<file path="src/design/status_led_ip_digit_blinker_top_macros.svh">
// Assertion helpers used by the blinker top module.
`ifndef STATUS_LED_IP_DIGIT_BLINKER_TOP_MACROS_SVH
`define STATUS_LED_IP_DIGIT_BLINKER_TOP_MACROS_SVH

// Condition must hold in the same cycle as the antecedent.
`define SLDB_ASSERT_NOW(lbl, ante, cons, msg) \
  lbl: assert property (@(posedge clk) disable iff (!rst_n) (ante) |-> (cons)) \
    else $error(msg);

// Condition must hold in the cycle after the antecedent.
`define SLDB_ASSERT_NEXT(lbl, ante, cons, msg) \
  lbl: assert property (@(posedge clk) disable iff (!rst_n) (ante) |=> (cons)) \
    else $error(msg);

`endif

</file>
<file path="src/design/sldb_pkg.sv">
package sldb_pkg;

  localparam logic [15:0] BLINK_PERIOD_RST = 16'd500;
  localparam logic [15:0] RELEASE_QUIET_RST = 16'd500;

  localparam logic [3:0] LED1 = 4'b0001;
  localparam logic [3:0] LED4 = 4'b1000;

  // register indexes
  localparam logic REG_BLINK_PERIOD = 1'b0;
  localparam logic REG_RELEASE_QUIET = 1'b1;

  typedef struct packed {
    logic       radio_irq_level;
    logic [7:0] ip_last_octet;
    logic       network_ready;
    logic       system_running;
    logic       bus_blocked;
    logic       capture_busy;
    logic       button_level;
    logic [31:0] now_ms;
  } tick_t;

  typedef struct packed {
    logic [1:0] hundreds;
    logic [3:0] tens;
    logic [3:0] ones;
  } digits_t;

  // Decimal split of an octet; tens via reciprocal multiply (x*205)>>11, exact for x < 100.
  function automatic digits_t split_octet(input logic [7:0] octet);
    digits_t    d;
    logic [6:0] rem;
    logic [14:0] prod;
    logic [7:0] tens_x10;
    if (octet >= 8'd200) begin
      d.hundreds = 2'd2;
      rem = 7'(octet - 8'd200);
    end else if (octet >= 8'd100) begin
      d.hundreds = 2'd1;
      rem = 7'(octet - 8'd100);
    end else begin
      d.hundreds = 2'd0;
      rem = octet[6:0];
    end
    prod = 15'({8'd0, rem} * 15'd205);
    d.tens = prod[14:11];
    tens_x10 = 8'({4'd0, d.tens} * 8'd10);
    d.ones = 4'({1'b0, rem} - tens_x10);
    return d;
  endfunction

endpackage

</file>
<file path="src/design/status_led_ip_digit_blinker_top.sv">
// Channel  | Dir | Signals                        | Transaction
// in       | in  | in_tvalid/in_tready/in_tdata   | one scheduler tick
// out      | out | out_tvalid/out_tready/out_tdata| one LED/button result per tick
// cfg      | in  | cfg_psel..cfg_prdata (APB)     | register write/read
//
// One tick per clock while the output is not stalled: the tick is evaluated combinationally against the
// state registers and the result lands in the output register in the next cycle.
// A new tick is taken while the output register is empty or being drained.
// If out_tready stays low, the held result blocks in_tready until it is taken.
// rst_n is synchronous, active low; state clears and registers return to 500 ms.
module status_led_ip_digit_blinker_top import sldb_pkg::*; (
  input  logic        clk,
  input  logic        rst_n,
  input  logic        in_tvalid,
  output logic        in_tready,
  // [31:0] now_ms, [32] button_level, [33] capture_busy, [34] bus_blocked,
  // [35] system_running, [36] network_ready, [44:37] ip_last_octet,
  // [45] radio_irq_level, [47:46] zero
  input  logic [47:0] in_tdata,
  output logic        out_tvalid,
  input  logic        out_tready,
  // [3:0] led_levels, [4] stop_logging, [5] button_latched, [7:6] zero
  output logic [7:0]  out_tdata,
  input  logic        cfg_psel,
  input  logic        cfg_penable,
  input  logic        cfg_pwrite,
  input  logic [2:0]  cfg_paddr,
  input  logic [31:0] cfg_pwdata,
  output logic [31:0] cfg_prdata,
  output logic        cfg_pready
);

`include "status_led_ip_digit_blinker_top_macros.svh"

  logic [15:0] blink_period_r;
  logic [15:0] release_quiet_r;
  logic        cfg_wr;
  logic        tick_en;
  tick_t       tick;
  logic        stop_nxt, held_nxt;
  logic [3:0]  led_nxt;
  logic        out_valid_r;
  logic [7:0]  out_data_r;

  assign tick = tick_t'(in_tdata[45:0]);
  assign in_tready = !out_valid_r || out_tready;
  assign tick_en = in_tvalid && in_tready;

  assign cfg_pready = 1'b1;
  assign cfg_wr = cfg_psel && cfg_penable && cfg_pwrite;
  assign cfg_prdata = (cfg_paddr[2] == REG_RELEASE_QUIET) ? {16'd0, release_quiet_r}
                                                          : {16'd0, blink_period_r};

  always_ff @(posedge clk) begin
    if (!rst_n) begin
      blink_period_r <= BLINK_PERIOD_RST;
      release_quiet_r <= RELEASE_QUIET_RST;
    end else if (cfg_wr) begin
      case (cfg_paddr[2])
        REG_BLINK_PERIOD:  blink_period_r <= cfg_pwdata[15:0];
        REG_RELEASE_QUIET: release_quiet_r <= cfg_pwdata[15:0];
        default: ;
      endcase
    end
  end

  sldb_debounce u_debounce (
    .clk              (clk),
    .rst_n            (rst_n),
    .tick_en          (tick_en),
    .tick             (tick),
    .release_quiet_ms (release_quiet_r),
    .stop_nxt         (stop_nxt),
    .held_nxt         (held_nxt)
  );

  sldb_display u_display (
    .clk             (clk),
    .rst_n           (rst_n),
    .tick_en         (tick_en),
    .tick            (tick),
    .blink_period_ms (blink_period_r),
    .led_nxt         (led_nxt)
  );

  always_ff @(posedge clk) begin
    if (!rst_n) begin
      out_valid_r <= 1'b0;
    end else if (tick_en) begin
      out_valid_r <= 1'b1;
    end else if (out_tready) begin
      out_valid_r <= 1'b0;
    end
  end

  always_ff @(posedge clk) begin
    if (tick_en) begin
      out_data_r <= {2'b00, held_nxt, stop_nxt, led_nxt};
    end
  end

  assign out_tvalid = out_valid_r;
  assign out_tdata = out_data_r;

  `SLDB_ASSERT_NEXT(a_accept_fills_out, tick_en, out_valid_r, "accepted tick produced no result")
  `SLDB_ASSERT_NEXT(a_busy_shows_led1, tick_en && tick.capture_busy, out_data_r[3:0] == LED1, "capture busy but LEDs not frozen on LED1")
  `SLDB_ASSERT_NOW(a_stop_implies_held, out_valid_r && out_data_r[4], out_data_r[5], "stop request without latched button")

endmodule

</file>
<file path="src/design/sldb_debounce.sv">
module sldb_debounce import sldb_pkg::*; (
  input  logic        clk,
  input  logic        rst_n,
  input  logic        tick_en,
  input  tick_t       tick,
  input  logic [15:0] release_quiet_ms,
  output logic        stop_nxt,
  output logic        held_nxt
);

  logic [31:0] press_time_r, press_time_nxt;
  logic        press_held_r;
  logic [31:0] since_press;

  assign since_press = tick.now_ms - press_time_r;

  always_comb begin
    stop_nxt = 1'b0;
    press_time_nxt = press_time_r;
    held_nxt = press_held_r;
    if (!press_held_r && tick.button_level) begin
      stop_nxt = 1'b1;
      press_time_nxt = tick.now_ms;
      held_nxt = 1'b1;
    end else if (press_held_r && tick.button_level) begin
      press_time_nxt = tick.now_ms;
    end else if (press_held_r && (since_press > {16'd0, release_quiet_ms})) begin
      held_nxt = 1'b0;
    end
  end

  always_ff @(posedge clk) begin
    if (!rst_n) begin
      press_time_r <= '0;
      press_held_r <= 1'b0;
    end else if (tick_en) begin
      press_time_r <= press_time_nxt;
      press_held_r <= held_nxt;
    end
  end

endmodule

</file>
<file path="src/design/sldb_display.sv">
module sldb_display import sldb_pkg::*; (
  input  logic        clk,
  input  logic        rst_n,
  input  logic        tick_en,
  input  tick_t       tick,
  input  logic [15:0] blink_period_ms,
  output logic [3:0]  led_nxt
);

  logic [31:0] blink_time_r, blink_time_nxt;
  digits_t     digits_r, digits_nxt, split;
  logic [4:0]  step_r, step_nxt;
  logic        captured_r, captured_nxt;
  logic        bus_seen_r, bus_seen_nxt;
  logic        frozen_r, frozen_nxt;
  logic [3:0]  led_r;
  logic        blink;
  logic [3:0]  half;
  logic [31:0] since_blink;

  assign split = split_octet(tick.ip_last_octet);

  always_comb begin
    blink_time_nxt = blink_time_r;
    digits_nxt = digits_r;
    step_nxt = step_r;
    captured_nxt = captured_r;
    bus_seen_nxt = bus_seen_r;
    frozen_nxt = frozen_r;
    led_nxt = led_r;
    blink = 1'b0;
    half = '0;
    since_blink = '0;

    if (tick.capture_busy != frozen_r) begin
      frozen_nxt = tick.capture_busy;
      if (tick.capture_busy) begin
        led_nxt = LED1;
      end else begin
        led_nxt = '0;
        blink_time_nxt = tick.now_ms;
      end
    end

    if (!frozen_nxt) begin
      since_blink = tick.now_ms - blink_time_nxt;
      if (since_blink >= {16'd0, blink_period_ms}) begin
        blink_time_nxt = tick.now_ms;
        blink = 1'b1;
      end

      if (tick.bus_blocked != bus_seen_r) begin
        bus_seen_nxt = tick.bus_blocked;
        if (tick.bus_blocked) begin
          led_nxt = LED1 | (tick.system_running ? LED4 : 4'b0000);
        end else begin
          step_nxt = '0;
          led_nxt = (tick.system_running && tick.radio_irq_level) ? LED4 : 4'b0000;
        end
      end

      if (!tick.bus_blocked && blink) begin
        if (tick.system_running) begin
          if (tick.network_ready) begin
            if (!captured_r) begin
              // first boundary with a link: sample the octet and restart flashing
              captured_nxt = 1'b1;
              digits_nxt = split;
              step_nxt = '0;
            end else begin
              led_nxt = {tick.radio_irq_level, led_nxt[2:0]};
            end
            half = step_nxt[4:1];
            if (!step_nxt[0]) begin
              led_nxt = led_nxt & LED4;
            end else begin
              if (half < {2'd0, digits_nxt.hundreds}) led_nxt[0] = 1'b1;
              if (half < digits_nxt.tens) led_nxt[1] = 1'b1;
              if (half < digits_nxt.ones) led_nxt[2] = 1'b1;
            end
            if (half >= {2'd0, digits_nxt.hundreds} && half >= digits_nxt.tens &&
                half >= digits_nxt.ones) begin
              step_nxt = '0;
            end else begin
              step_nxt = step_nxt + 5'd1;
            end
          end else begin
            led_nxt = led_nxt ^ LED4;
          end
        end else begin
          captured_nxt = 1'b0;
          led_nxt = '0;
        end
      end
    end
  end

  always_ff @(posedge clk) begin
    if (!rst_n) begin
      blink_time_r <= '0;
      digits_r <= '0;
      step_r <= '0;
      captured_r <= 1'b0;
      bus_seen_r <= 1'b0;
      frozen_r <= 1'b0;
      led_r <= '0;
    end else if (tick_en) begin
      blink_time_r <= blink_time_nxt;
      digits_r <= digits_nxt;
      step_r <= step_nxt;
      captured_r <= captured_nxt;
      bus_seen_r <= bus_seen_nxt;
      frozen_r <= frozen_nxt;
      led_r <= led_nxt;
    end
  end

endmodule

</file>
<file path="config.mk">
export PLATFORM = sky130hd
export DESIGN_NAME = status_led_ip_digit_blinker_top
export DESIGN_NICKNAME = d
export VERILOG_FILES = /design/src/design/sldb_pkg.sv /design/src/design/status_led_ip_digit_blinker_top.sv /design/src/design/sldb_debounce.sv /design/src/design/sldb_display.sv
export VERILOG_INCLUDE_DIRS = /design/src /design/src/design
export SDC_FILE = /design/constraint.sdc
export NUM_CORES = 1
export LEC_CHECK = 0
export ABC_CLOCK_PERIOD_IN_PS = 13500
export BUFFER_PORTS_ARGS = -buffer_cell sky130_fd_sc_hd__buf_2
export CORE_MARGIN = 3
export CORE_UTILIZATION = 42
export CTS_CLUSTER_DIAMETER = 40
export DETAILED_ROUTE_END_ITERATION = 7
export PLACE_DENSITY = 0.71
export SYNTH_ARGS = -nofsm -noshare
export SYNTH_HDL_FRONTEND = slang
export SYNTH_SLANG_ARGS = --single-unit
</file>
<file path="constraint.sdc">
create_clock -name clk -period 13.5 [get_ports clk]
set_input_delay 1.35 -clock clk [delete_from_list [all_inputs] [get_ports clk]]
set_output_delay 1.35 -clock clk [all_outputs]
set_load 0.005 [all_outputs]
</file>
# --- After elaboration in Yosys (flattened, before gate mapping) ---
# Index checks and enable logic that the tools add are counted.
word_totals:
  ram_bits: 0
  word_cells: 116
  in_bits: 90
  memories: 0
  reg_bits: 126
  latchBits: 0
  mem_bits_ro: 0
  output_inout_bits: 43
op_classes:
  addsub: 6
  bitwise_logic: 3
  eq_ne: 3
  multipliers: 2
  mux: 54
  magnitude_cmp: 10
  shifts: 0
  n_div: 0
  reduce_logical: 23
op_table:
  columns: ["operator", "n"]
  rows:
  - ["two-way mux 32 bit", 6]
  - ["subtractor 32 bit", 2]
  - ["two-way mux 5 bit", 11]
  - ["two-way mux 10 bit", 5]
  - ["two-way mux 4 bit", 11]
  - [">= comparator 32 x 16 -> 1 bit", 1]
  - ["greater-than comparator 32 x 16 -> 1 bit", 1]
  - ["two-way mux 1 bit", 16]
  - ["two-way mux 16 bit", 1]
  - ["multiplier 7 x 8 -> 15 bit (second input constant)", 1]
  - ["two-way mux 7 bit", 2]
  - ["subtractor 7 bit (second input constant)", 2]
  - ["logical AND 1 bit", 10]
  - [">= comparator 4 bit", 2]
  - [">= comparator 8 x 7 -> 1 bit (second input constant)", 1]
  - [">= comparator 8 bit (second input constant)", 1]
  - ["less-than comparator 4 bit", 2]
  - ["AND reduction 2 bit", 4]
  - ["adder 5 x 1 -> 5 bit (second input constant)", 1]
  - ["AND reduction 5 bit", 1]
  - [">= comparator 4 x 2 -> 1 bit", 1]
  - ["less-than comparator 4 x 2 -> 1 bit", 1]
  - ["multiplier 4 x 3 -> 3 bit (second input constant)", 1]
  - ["AND reduction 4 bit", 1]
  - ["10 further kinds", 16]

# --- Logic depth before layout (Yosys ltp) ---
depth:
  word_depth: 18
  depth_mapped: 39
  mapped_depth_nobuf: 39

# --- Hierarchy ---
# A second synthesis with hierarchy kept.
hier_totals:
  cells_unflattened: 1585
  area_unflattened_um2: 12624.6
modules_own_cells:
  columns: ["module", "n_inst", "area_per_inst_um2", "cells_each", "seq_area_each_um2"]
  rows:
  - ["sldb_display", 1, 6945.4, 879, 1081.0]
  - ["sldb_debounce", 1, 3806.2, 532, 660.6]
  - ["status_led_ip_digit_blinker_top", 1, 1873.0, 174, 840.8]

# --- Least setup slack after synthesis ---
# No wires, ideal clock.
synth_timing:
  path_type: "in2reg"
  from: "input in_tdata[40]"
  to: "register u_display.step_r[2]"
  t_arrival_ns: 7.851
  n_path_buf: 0
  cell_stages: 36
  path_slack_ns: 5.574
  required_time_ns: 13.425
  path_cell_list: "inv_1 ha_1 nor3b_1 o211a_1 nor2_1 inv_1 nand2_1 xnor2_1 nor2_1 a21oi_1 ha_1 fa_1 ha_1 inv_1 fa_1 inv_1 ha_1 a21o_1 a21o_1 a21oi_1 o21ai_0 a31oi_1 xor2_1 fa_1 xor2_1 xnor2_1 xnor2_1 a21o_1 ha_1 a21oi_1 o21ai_0 nand3_1 nand3_1 or4_1 a21o_1 o21ai_0"
synth_via:
  elab_chain_len: 17
  elab_cells_between_ends: 25
  cone_classes: "add/sub (3); mul (2); order compare (5); mux (13); reduce/logical (2)"
synth_rtl:
  columns: ["item", "line", "source"]
  rows:
  - ["start, declared", "status_led_ip_digit_blinker_top.sv:19", "input logic [47:0] in_tdata,"]
  - ["subtractor 7 bit / >= comparator 8 x 7 -> 1 bit (equally long branches)", "sldb_pkg.sv:41, sldb_pkg.sv:39", null]
  - ["two-way mux 7 bit", "sldb_pkg.sv:39", "end else if (octet >= 8'd100) begin"]
  - ["two-way mux 7 bit", "sldb_pkg.sv:36", "if (octet >= 8'd200) begin"]
  - ["multiplier 7 x 8 -> 15 bit", "sldb_pkg.sv:46", "prod = 15'({8'd0, rem} * 15'd205);"]
  - ["multiplier 4 x 3 -> 3 bit", "sldb_pkg.sv:48", "tens_x10 = 8'({4'd0, d.tens} * 8'd10);"]
  - ["subtractor 4 bit", "sldb_pkg.sv:49", "d.ones = 4'({1'b0, rem} - tens_x10);"]
  - ["two-way mux 10 bit (*)", "sldb_display.sv:65", "if (!captured_r) begin"]
  - ["two-way mux 10 bit (*)", "sldb_display.sv:64", "if (tick.network_ready) begin"]
  - ["two-way mux 10 bit (*)", "sldb_display.sv:63", "if (tick.system_running) begin"]
  - ["two-way mux 10 bit (*)", "sldb_display.sv:62", "if (!tick.bus_blocked && blink) begin"]
  - ["two-way mux 10 bit (*)", "sldb_display.sv:45", "if (!frozen_nxt) begin"]
  - [">= comparator 4 bit", "sldb_display.sv:82", "half >= digits_nxt.ones) begin"]
  - ["logical AND 1 bit (*)", "sldb_display.sv:81", "if (half >= {2'd0, digits_nxt.hundreds} && half >= digits_nxt.tens &&"]
  - ["two-way mux 5 bit (*)", "sldb_display.sv:81", null]
  - ["two-way mux 5 bit (*)", "sldb_display.sv:64", null]
  - ["two-way mux 5 bit (*)", "sldb_display.sv:63", null]
  - ["two-way mux 5 bit (*)", "sldb_display.sv:62", null]
  - ["end signal, assigned", "sldb_display.sv:110", "step_r <= step_nxt;"]
  - ["end, declared", "sldb_display.sv:12", "logic [4:0] step_r, step_nxt;"]
# Mark *: on every way between the ends. The rest lies on a longest branch, timed or not. The select of a mux whose other input is x is not followed.
# A chain may end at the register's enable or synchronous reset.

# --- Worst setup path in the final report ---
# Same ends and word-level chain as after synthesis.

==> metrics <==
startpoint types=primary input; area of the core=26950 um^2; top_reg_cell synth=dfxtp_1; Die H=around 170 um; Final Instance Area=12610 um^2; worst-margin pin slew=1117 ps; # diodes=0; sequential cell area fraction in the yosys report=between 20% and 30%; Max Cap Viol=0; final setup TNS=0 ps; slowest CP cell=fa_1; status=finished clean; Post-CTS Setup Inserts=0; slowest stage delay, CP=500 ps; RSZ-0062 raised after global routing=false; Clock Tree Buf Depth=2; switch share=about two fifths; Clock transition at path regs=60 ps; Tot GR Track Use=roughly 20%; final wirelength=a little under 30 mm; Hold Slack=453.0 ps; r2r setup slk=6350 ps; routability cong.=0.9118; Unique masters post-synth=85; cell area after placement=12020 um^2; fraction of registers with async set/reset=0%; Post-synth EDFFs=6; pwr/cell area=about 120 nW/um^2; Post-Synthesis Cells=about 1500; Max IR drop VDD=0.08940 mV; Critical R2R Capture=u_display.blink_time_r[5]; Avg Cell Area, Syn=7.779 um^2; cell seen most often among critical-path stages=ha_1; worst hold path depth=2; synth warn=0; crit end category=flip-flop; Net Sw Power=0.0005780 W; critical-path maximum fanout=5; Port Buf Inserts=93; R2R Path Start=u_display.frozen_r; Residual DRC=0; cts hold-fix bufs=0; clk_skew=13.39 ps; Starting Density=42.80%; antenna-violating nets left=0; register area=~2600 um^2; Syn Std Cell Area=11540 um^2; TritonRoute pass-1 iters=5; fmax=117.8 MHz; DP HPWL=22.77 mm; clock root buffer=clkbuf_16; vias in the first global route=9881; TritonCTS Sinks=126; min-delay worst type=reg -> reg; post-layout net count=1785; Slew headroom=25.51%; latest clock arrival within the worst-skew pair=430 ps; Final Setup Violations=0; internal power=0.0009418 W; cts bufs inserted=17; fraction of layout cells with a size suffix above 1=10.57%; FF-to-FF path depth=26; Starting DRT DRC Count=516; WL/cell=15.59 um; DR vias/cell=5.534; P_leak=5.620 nW; std cell rows=60; max-slew violations=0; post_cts resized=0; global-route wire length before repair=48.11 mm; area of the multi-input gates=about 8000 um^2; io pins=133; sequential share of power=26.4%; H-tree depth=4; clock power share=a little under a third; CTS tree=yes; Logic pwr share=43.4%; Final period util=62.90%; Worst Hold End=blink_period_r[13]; Hold Crit Start=blink_period_r[13]; Die Span X=171.7 um; antenna violations before repair=1; Fillers=2669; pin count of the biggest net entering global routing=60; die area=29490 um^2; routed via count=10470; CP required=13850 ps; crit path kind=in -> reg; flops & latches, synth=126; global route overflow=0; endpoints failing hold=0; area grow syn2layout=9.295%; Worst EP arrival=8840 ps; Final min period=8491 ps
## cells in the mapped netlist, types with 15 or more instances
library cell,number,share of area (%)
nand2_1,207,6.7
a21o_1,34,2.2
nor2_1,103,3.4
a31oi_1,15,0.81
dfxtp_1,120,21
ha_1,146,16
mux2i_1,75,6.5
nand3_1,24,1.0
nand4_1,24,1.3
xnor2_1,36,2.7
xor2_1,17,1.3
a21oi_1,149,6.5
buf_4,21,1.4
inv_1,136,4.4
o211ai_1,23,1.5
o21ai_0,76,3.3
clkbuf_1,42,1.4
## cell families (layout without fill, tap and decap cells)
family	after synthesis	count (layout)	synth area share, %
xor gates and xnor gates	53	53	4.024
muxes	78	78	6.800
AOI/OAI and AO/OA	403	403	22.33
DFF	126	126	22.39
and+or+nand+nor	446	446	17.60
adders and majority gates	157	157	17.74
other	2	19	0.06510
buffers and inverters	218	269	9.045
## critical path: cells and delay by family
family | cells | cell delay, ps
XOR/XNOR | 5 | 810
buffers and inverters | 5 | 420
adder cells (fa/ha/maj) | 8 | 2730
AND/OR/NAND/NOR | 7 | 1100
AO/OA/AOI/OAI | 12 | 2400
## metrics by stage
stage / total power [W] / worst slack (ps) / utilization [%] / std cells
6_report: 0.001520 / 5009 / 46.78 / 1892
3_3_place_gp: 0.001048 / 4720 / 44.61 / 1860
3_5_place_dp: 0.001064 / 4568 / 44.61 / 1860
4_1_cts: 0.001528 / 5009 / 46.78 / 1892
2_1_floorplan: 0.0009216 / 5574 / - / 1500
5_1_grt: 0.001635 / 4394 / 46.78 / 1892
## layer usage
| layer | track usage (%) | wire (um) | vias up |
|---|---|---|---|
| met4 | 7.289 | 862 | 2 |
| met3 | 3.677 | 1688 | 53 |
| met1 | 25.46 | 13060 | 4837 |
| met5 | 0 | 13 | - |
| li1 | - | - | 5302 |
| met2 | 33.99 | 13880 | 276 |
## state kept, by name (all words and copies together), names as in the netlist, 4 cells and up
name / count
u_debounce.press_time_r: 32
u_display.blink_time_r: 32
u_display.digits_r: 10
release_quiet_r: 16
out_tdata: 6
blink_period_r: 16
u_display.led_r: 4
u_display.step_r: 5
## cell usage in the layout (no fill, tap or decap), types with 34 or more instances in the layout
cell type / instances
nand2_1: 207
a21oi_1: 149
ha_1: 146
inv_1: 136
dfxtp_1: 120
nor2_1: 102
buf_2: 93
o21ai_0: 76
mux2i_1: 75
xnor2_1: 36
a21o_1: 34
## worst max-delay path by stage
stage                     endpoint  cells past startpoint    startpoint
2_1_floorplan  u_display.step_r[2]                     36  in_tdata[40]
3_3_place_gp   u_display.step_r[2]                     37  in_tdata[40]
3_5_place_dp   u_display.step_r[2]                     37  in_tdata[40]
4_1_cts        u_display.step_r[2]                     37  in_tdata[40]
5_1_grt        u_display.step_r[2]                     37  in_tdata[40]
6_report       u_display.step_r[2]                     37  in_tdata[40]
## cell type report
cell class / instances / area share, %
multi-input combinational: 1156 / 63.32
sequential: 126 / 20.48
inverter: 138 / 4.108
timing repair buffer: 99 / 4.049
clock buffer: 21 / 3.811
tap: 341 / 3.384
clock inverter: 11 / 0.8435
## power by group through the flow
stage	registers [W]	logic, W	clock network (W)
after floorplan	0.000407	0.000515	0
after global placement	0.000409	0.000639	0
after detailed placement	0.000410	0.000655	0
after CTS	0.000401	0.000661	0.000467
after global routing	0.000403	0.000751	0.000481
final	0.000401	0.000660	0.000459
No activity file was read; power rests on OpenSTA's default activity.
